<file path="config.mk">
export PLATFORM = sky130hd
export DESIGN_NAME = fsf_ctrl
export DESIGN_NICKNAME = d
export VERILOG_FILES = /design/src/hw/rtl/fsf_pkg.sv /design/src/hw/rtl/fsf_ctrl.sv
export SDC_FILE = /design/constraint.sdc
export NUM_CORES = 1
export LEC_CHECK = 0
export BUFFER_PORTS_ARGS = -buffer_cell sky130_fd_sc_hd__buf_4
export CORE_AREA = 2 2 39 41
export DETAILED_ROUTE_END_ITERATION = 8
export DIE_AREA = 0 0 41 43
export PLACE_DENSITY = 0.41
export REMOVE_ABC_BUFFERS = 1
export SLEW_MARGIN = 40
export SYNTH_ARGS = -nofsm -noshare
export SYNTH_HDL_FRONTEND = slang
export SYNTH_SLANG_ARGS = --single-unit
</file>
<file path="constraint.sdc">
create_clock -name clk -period 3.1 [get_ports clk]
set_input_delay 0.93 -clock clk [delete_from_list [all_inputs] [get_ports clk]]
set_output_delay 0.93 -clock clk [all_outputs]
set_load 0.05 [all_outputs]
</file>
<file path="src/hw/rtl/fsf_pkg.sv">
// Types, constants and codes shared by the framebuffer shape fill modules.
package fsf_pkg;

    localparam int DEF_MAX_WIDTH  = 128;
    localparam int DEF_MAX_HEIGHT = 128;

    localparam int FW  = 8;        // frame size register width
    localparam int CW  = 12;       // command coordinate width
    localparam int BW  = 14;       // width of clipped bounds and distances
    localparam int SQW = 2 * BW;   // width of squared distances
    localparam int PXW = 32;       // pixel width
    localparam int IXW = 2;        // register index width

    localparam logic [FW-1:0] FRAME_RESET = FW'(128);

    localparam logic [1:0] OP_FILL   = 2'd0;
    localparam logic [1:0] OP_RECT   = 2'd1;
    localparam logic [1:0] OP_CIRCLE = 2'd2;
    localparam logic [1:0] OP_READ   = 2'd3;

    localparam logic [IXW-1:0] REG_FRAME_WIDTH  = IXW'(0);
    localparam logic [IXW-1:0] REG_FRAME_HEIGHT = IXW'(1);

    typedef struct packed {
        logic [1:0]           operation;
        logic signed [CW-1:0] pos_x;
        logic signed [CW-1:0] pos_y;
        logic [CW-1:0]        box_width;
        logic [CW-1:0]        box_height;
        logic signed [CW-1:0] radius;
        logic [PXW-1:0]       color;
    } cmd_t;

    typedef struct packed {
        logic [PXW-1:0] pixel;
        logic           in_range;
    } rsp_t;

    typedef struct packed {
        logic capture;
        logic clip;
        logic prep;
        logic step;
        logic mem_read;
        logic rsp_load;
    } dp_cmd_t;

    typedef struct packed {
        logic is_read;
        logic empty;
        logic last;
    } dp_status_t;

endpackage

</file>
<file path="src/hw/rtl/fsf_ctrl.sv">
// Sequencer for the framebuffer shape fill: handshakes and datapath commands.
module fsf_ctrl
    import fsf_pkg::*;
(
    input  logic       clk,
    input  logic       rst_n,
    input  logic       cmd_valid,
    output logic       cmd_stall,
    output logic       rsp_valid,
    input  logic       rsp_stall,
    input  dp_status_t status,
    output dp_cmd_t    ctl
);

    localparam logic [2:0] S_IDLE = 3'd0;
    localparam logic [2:0] S_CLIP = 3'd1;
    localparam logic [2:0] S_PREP = 3'd2;
    localparam logic [2:0] S_RUN  = 3'd3;
    localparam logic [2:0] S_READ = 3'd4;
    localparam logic [2:0] S_RESP = 3'd5;

    logic [2:0] state_reg;
    logic [2:0] state_next;
    logic       rsp_valid_reg;
    logic       rsp_valid_next;
    logic       rsp_free;

    assign cmd_stall = (state_reg != S_IDLE);
    assign rsp_valid = rsp_valid_reg;
    assign rsp_free  = !rsp_valid_reg || !rsp_stall;

    always_comb
    begin
        state_next = state_reg;
        ctl        = '0;
        unique case (state_reg)
            S_IDLE:
            begin
                if (cmd_valid)
                begin
                    ctl.capture = 1'b1;
                    state_next  = S_CLIP;
                end
            end
            S_CLIP:
            begin
                ctl.clip   = 1'b1;
                state_next = S_PREP;
            end
            S_PREP:
            begin
                ctl.prep = 1'b1;
                priority if (status.is_read)
                    state_next = S_READ;
                else if (status.empty)
                    state_next = S_IDLE;
                else
                    state_next = S_RUN;
            end
            S_RUN:
            begin
                ctl.step = 1'b1;
                if (status.last)
                    state_next = S_IDLE;
            end
            S_READ:
            begin
                ctl.mem_read = 1'b1;
                state_next   = S_RESP;
            end
            S_RESP:
            begin
                // The result waits here until the output register has room.
                if (rsp_free)
                begin
                    ctl.rsp_load = 1'b1;
                    state_next   = S_IDLE;
                end
            end
            default:
            begin
                state_next = S_IDLE;
            end
        endcase
    end

    always_comb
    begin
        rsp_valid_next = rsp_valid_reg;
        if (ctl.rsp_load)
            rsp_valid_next = 1'b1;
        else if (rsp_valid_reg && !rsp_stall)
            rsp_valid_next = 1'b0;
    end

    always_ff @(posedge clk or negedge rst_n)
    begin
        if (!rst_n)
        begin
            state_reg     <= S_IDLE;
            rsp_valid_reg <= 1'b0;
        end
        else
        begin
            state_reg     <= state_next;
            rsp_valid_reg <= rsp_valid_next;
        end
    end

endmodule

</file>
==> results of run 1 <==
cells in the mapped netlist:
cell,instances
inv_1,1
or3_1,1
nor3b_1,1
buf_4,1
a311oi_1,1
nor2b_1,1
o2bb2ai_1,1
buf_2,1
o22ai_1,1
and2_1,1
nand2b_1,2
nand2_1,3
a21oi_1,3
o21a_1,1
nor2b_2,1
o221ai_1,1
dfrtp_1,4
nor2_1,5
area by class of cell:
type	instances	area (um2)	share of cell area, %
well taps	16	20.0	5.21
inverters	1	3.75	0.977
clock buffers	3	22.5	5.86
multi-input cells	23	133	34.5
repair buffers	14	105	27.4
flip-flops and latches	4	100	26.1
metal layers:
| layer | track usage [%] | share of wire, % |
|---|---|---|
| met5 | 0 | 0 |
| met4 | 10.0 | 0 |
| met3 | 3.14 | 11 |
| met2 | 9.69 | 43 |
| met1 | 10.1 | 46 |
per-stage QoR:
step | cell area [um2] | worst slack [ns]
6_report | 384 | 0.753
3_3_place_gp | 362 | 0.811
4_1_cts | 384 | 0.737
2_1_floorplan | 236 | 0.366
5_1_grt | 384 | 0.625
3_5_place_dp | 362 | 0.803
worst paths after layout:
check                                to
hold / removal             state_reg[2]
max in group asynchronous  state_reg[1]
hold reg to reg               rsp_valid
min in group clk              rsp_valid
setup reg to reg           state_reg[0]
setup / recovery                 ctl[5]
kinds of logic (layout without fill, tap and decap cells):
| kind of cell | Yosys count | after routing | synth area share, % |
|---|---|---|---|
| AND/OR/NAND/NOR | 15 | 15 | 31.2 |
| AO/OA/AOI/OAI | 8 | 8 | 22.1 |
| flip-flops | 4 | 4 | 40.2 |
| buffers and inverters | 3 | 18 | 6.53 |
worst max-delay path: cells and delay by family, from the launching register on:
kind / cells / cell delay [ns]
buffers and inverters: 1 / 0.20
and+or+nand+nor: 2 / 0.52
DFF: 1 / 0.47
==> results_dict.tcl, run 1 <==
set metrics [dict create \
    cts_hold_buf 0 \
    post-route-util_pct 27.8 \
    skew_ns 0.00253 \
    portBuffers 14 \
    cts_buffers 3 \
    numClockSinks 4 \
    via_per_inst 4.16 \
    avgSynthCellArea_um2 8.30 \
    crit_chain "or3_1 -> nor2_1 -> buf_4" \
    setup_viol 0 \
    hpwl_um 466 \
    drt_iter0_drc 3 \
    clk_latency_ns 0.23 \
    row_count 14 \
    reg2reg_depth 3 \
    drtPass1Iterations 2 \
    synthCells 30 \
    slowest_delay_ns 0.47 \
    arrival_ns 1.42 \
    hold_viol_final 0 \
    num_vias 254 \
    ioPinCount 15 \
    cts-root-buf "clkbuf_4" \
    fin_crit_ns 2.35 \
    worstMarginPinSlew_ns 0.292 \
    path_clk_slew_ns 0.04 \
    drive_above_1_share_pct 40.0 \
    cts_setup_buffers 0 \
    synth_warnings 0 \
    synth_area_leader_cell "dfrtp_1" \
    ys_seq_area_share_pct 40.2 \
    grt_setup_unrepaired "false" \
    criticalPathCategory "reg2out" \
    synthDistinctLibCells 18 \
    cts_tree "yes" \
    placed_cells 58 \
    die_w_um 41 \
    fmax_ghz 0.426 \
    final_common_cell "buf_4" \
    cp.required_ns 2.17 \
    remaining_drc_errors 0 \
    ant_nets 0 \
    hold_slack_ns 0.486 \
    status "complete, no violations" \
    period_share_pct 75.7 \
    clockBufferDepth 2 \
    grt_max_degree 12 \
    final_cells 61 \
    synth_seq_cells 4 \
    die_h_um 43 \
    coreArea_um2 1380 \
    start_util_pct 18.0 \
    slew_violations 0 \
    fin_nets 54 \
    gp_congestion 0.642 \
    final_cell_mix "14 x buf_4, 5 x nor2_1, 4 x dfrtp_1" \
    crit_fanout 11 \
    grt_pass1_wl_um 903 \
    max_slew_margin_pct 80.5 \
    tns_ns 0 \
    maxCapViolCount 0 \
    r2r_start "state_reg[1]" \
    syn-cell-area_um2 249 \
    synth_top_area_share_pct 40.2 \
    nFillCells 155 \
    die_area_um2 1760 \
    crit_path_start_kind "register" \
    critPathLaunch "state_reg[0]" \
    gr-total-overflow 0 \
    slowest_stage "dfrtp_1" \
    htreeDepth 1 \
    worstHoldPathType "in2async" \
    r2r_slack_ns 2.03 \
    grt_pass1_vias 236 \
    post_cts_resize_count 0 \
    diodes 0 \
    antenna_found_initial 0 \
    largest_register_ff_count 3 \
    synthTopCellsByArea "dfrtp_1 40%, nor2_1 7.5%, a21oi_1 6.0%, nand2b_1 5.0%, nand2_1 4.5%" \
    critPathCaptureType "output port" \
    grt_usage_pct 8.38 \
    syn2layout_area_growth_pct 54.3 \
    routedWlPerCell_um 9.25 \
    finalWirelength_um 564 \
]
Power of run 1 is left out: the tool's default activity adds up to more than one toggle a clock period on the data nets, which glitch-free logic cannot reach.
==> run 2, diff against run 1 <==
clock period = 2.4 ns   (was 3.1 ns; I/O delays follow)
==> run 2 against run 1 <==
Compared with the run above:
- clock-buffer cell count is the same
- global-route usage shrank 1.1 points
- die area is the same
- critical endpoint unchanged
- largest cell class unchanged
- highest routed layer unchanged
==> results_dict.tcl, run 2 (synthesis results as in run 1) <==
set metrics [dict create \
    r2r-end "state_reg[0]" \
    cp.required_ns 1.68 \
    ant_nets 0 \
    die_area_um2 1760 \
    via_per_inst 4.08 \
    drt_iter0_drc 3 \
    remaining_drc_errors 0 \
    coreArea_um2 1380 \
    stdcell_area_um2 384 \
    max_slew_margin_pct 80.7 \
    gp_congestion 0.650 \
    cts_tree "yes" \
    grt_max_degree 12 \
    r2r_slack_ns 1.33 \
    drtPass1Iterations 2 \
    fin_nets 54 \
    worstMarginPinSlew_ns 0.289 \
    gr-total-overflow 0 \
    arrival_ns 1.41 \
    r2r_start "state_reg[1]" \
    clk_latency_ns 0.23 \
    post-route-util_pct 27.8 \
    largest_register_ff_count 3 \
    finalWirelength_um 575 \
    diodes 0 \
    cts_buffers 3 \
    skew_ns 0.00251 \
    slowest_stage "dfrtp_1" \
    die_h_um 43 \
    status "complete, no violations" \
    period_share_pct 88.9 \
    cts_hold_buf 0 \
    routedWlPerCell_um 9.43 \
    antenna_found_initial 0 \
    portBuffers 14 \
    crit_path_start_kind "register" \
    htreeDepth 1 \
    drive_above_1_share_pct 40.0 \
    fin_crit_ns 2.13 \
    slew_violations 0 \
    die_w_um 41 \
    crit_chain "or3_1 -> nor2_1 -> buf_4" \
    path_clk_slew_ns 0.04 \
    grt_usage_pct 7.27 \
    maxCapViolCount 0 \
    hold_slack_ns 0.278 \
    worstHoldPathType "in2async" \
    placed_cells 58 \
    syn2layout_area_growth_pct 54.3 \
    grt_setup_unrepaired "false" \
    final_common_cell "buf_4" \
    final_cell_mix "14 x buf_4, 5 x nor2_1, 4 x dfrtp_1" \
    setup_viol 0 \
    start_util_pct 18.0 \
    slowest_delay_ns 0.47 \
    ioPinCount 15 \
    clockBufferDepth 2 \
    fmax_ghz 0.469 \
    post_cts_resize_count 0 \
    hold_viol_final 0 \
    row_count 14 \
    numClockSinks 4 \
    dpl_cell_area_um2 362 \
    grt_pass1_wl_um 841 \
    hpwl_um 467 \
    reg2reg_depth 3 \
    grt_pass1_vias 228 \
    num_vias 249 \
    cts-root-buf "clkbuf_4" \
    critPathCaptureType "output port" \
    cts_setup_buffers 0 \
    crit_fanout 11 \
    criticalPathCategory "reg2out" \
    final_cells 61 \
]
[run 2: cell counts in the layout (fill, tap and decap cells not counted)]
No cell type changed its count.
[run 2: per-stage QoR]
stage / setup WS (ns) / TNS (ns)
floorplan: -0.124 / -0.124
global placement: 0.527 / 0
detailed placement: 0.508 / 0
CTS: 0.253 / 0
global route: 0.185 / 0
finish: 0.266 / 0
[run 2: worst max-delay path by stage]
stage	from	end	slack, ns	cells past startpoint
after floorplan	state_reg[0]	ctl[5]	-0.12	2
after global placement	state_reg[0]	ctl[5]	0.53	3
after detailed placement	state_reg[0]	ctl[5]	0.51	3
after CTS	state_reg[0]	ctl[5]	0.25	3
after global routing	state_reg[0]	ctl[5]	0.18	3
final	state_reg[0]	ctl[5]	0.27	3
[run 2: metal layers]
layer  wire length, um  share of wire, %  track usage (%)  vias to the layer above
li1                  -                 -                -                      135
met1               259                45             9.15                      105
met2               253                44             10.0                        9
met3                62                11             1.57                        0
met4                 0                 0             6.00                        0
met5                 0                 0                0                        -
[run 2: final cells by class]
class	instances	area [um2]
clock buffers	3	22.5
fillers	163	1000
repair buffers	14	105
inverters	1	3.75
flip-flops and latches	4	100
multi-input cells	23	133
well taps	16	20.0
[run 2: worst max-delay path, delay by kind of cell (launching register included)]
family | cells | cell delay, ns
AND/OR/NAND/NOR | 2 | 0.51
flip-flops | 1 | 0.47
buffers and inverters | 1 | 0.20
Power of run 2 is left out for the same reason.
==> run 3, diff against run 2 <==
PLACE_DENSITY = not set   (was 0.41)
PLACE_DENSITY_LB_ADDON = 0.15   (was not set)
==> run 3 against run 2 <==
Compared with the run above:
- utilization stayed put
- cell area stayed put
- register-to-register slack better by 0.02 ns
- global-route usage is 1.5 points higher
- critical path depth stayed put
- non-clock buffer count stayed put
- via count is 2.4% higher
- wire length is 3.1% higher
- critical path type unchanged
==> results_dict.tcl, run 3 (synthesis results as in run 1) <==
set metrics [dict create \
    status "complete, no violations" \
    die_area_um2 1760 \
    slowest_stage "dfrtp_1" \
    portBuffers 14 \
    slowest_delay_ns 0.47 \
    start_util_pct 18.0 \
    path_clk_slew_ns 0.04 \
    arrival_ns 1.42 \
    finalWirelength_um 593 \
    syn2layout_area_growth_pct 54.3 \
    final_cells 61 \
    crit_fanout 11 \
    critPathCaptureType "output port" \
    drtPass1Iterations 2 \
    placed_cells 58 \
    ant_nets 0 \
    clockBufferDepth 2 \
    r2r-end "state_reg[0]" \
    crit_path_start_kind "register" \
    max_slew_margin_pct 81.6 \
    via_per_inst 4.18 \
    post-route-util_pct 27.8 \
    worst_slack_ns 0.261 \
    cts_setup_buffers 0 \
    grt_max_degree 12 \
    hold_slack_ns 0.272 \
    final_cell_mix "14 x buf_4, 5 x nor2_1, 4 x dfrtp_1" \
    cts_hold_buf 0 \
    die_h_um 43 \
    pre_cts_ws_ns 0.505 \
    gr-total-overflow 0 \
    post_cts_resize_count 0 \
    fin_crit_ns 2.14 \
    final_common_cell "buf_4" \
    coreArea_um2 1380 \
    period_share_pct 89.1 \
    maxCapViolCount 0 \
    fin_nets 54 \
    worstHoldPathType "in2async" \
    worstMarginPinSlew_ns 0.276 \
    reg2reg_depth 3 \
    grt_pass1_vias 256 \
    grt_pass1_wl_mm 1.01 \
    ioPinCount 15 \
    crit_chain "or3_1 -> nor2_1 -> buf_4" \
    drive_above_1_share_pct 40.0 \
    r2r_slack_ns 1.35 \
    gp_congestion 0.659 \
    setup_viol 0 \
    skew_ns 0.00192 \
    cts-root-buf "clkbuf_4" \
    num_vias 255 \
    die_w_um 41 \
    cp.required_ns 1.68 \
    cts_tree "yes" \
    routedWlPerCell_um 9.72 \
    r2r_start "state_reg[1]" \
    htreeDepth 1 \
    hold_viol_final 0 \
    hpwl_um 480 \
    slew_violations 0 \
    grt_usage_pct 8.76 \
    diodes 0 \
    remaining_drc_errors 0 \
    row_count 14 \
    fmax_ghz 0.467 \
    grt_setup_unrepaired "false" \
    numClockSinks 4 \
    clk_latency_ns 0.23 \
    drt_iter0_drc 4 \
    cts_buffers 3 \
    largest_register_ff_count 3 \
    criticalPathCategory "reg2out" \
    antenna_found_initial 0 \
]
run 3: worst max-delay path, delay by kind of cell, from the launching register on:
family        cells  cell delay (ns)
buf+inv           1             0.20
flops             1             0.47
simple gates      2             0.52
run 3: layer usage:
layer	wire (um)	track usage, %
met3	53	3.14
met5	0	0
met2	278	11.9
met4	0	6.00
met1	261	11.0
run 3: worst max path at each step:
stage	startpoint	depth (start not counted)	slack, ns	endpoint
3_5_place_dp	state_reg[0]	3	0.51	ctl[5]
5_1_grt	state_reg[0]	3	0.18	ctl[5]
3_3_place_gp	state_reg[0]	3	0.52	ctl[5]
6_report	state_reg[0]	3	0.26	ctl[5]
2_1_floorplan	state_reg[0]	2	-0.12	ctl[5]
4_1_cts	state_reg[0]	3	0.24	ctl[5]
run 3: stage by stage:
| step | area [um2] | TNS, ns |
|---|---|---|
| after global placement | 362 | 0 |
| after detailed placement | 362 | 0 |
| after floorplan | 236 | -0.124 |
| final | 384 | 0 |
| after global routing | 384 | 0 |
| after CTS | 384 | 0 |
run 3: cell type report:
class,instances,area (um2)
Inverter,1,3.75
Multi-Input combinational cell,23,133
Sequential cell,4,100
Clock buffer,3,22.5
Timing Repair Buffer,14,105
Tap cell,16,20.0
Fill cell,156,1000
Power of run 3 is left out for the same reason.
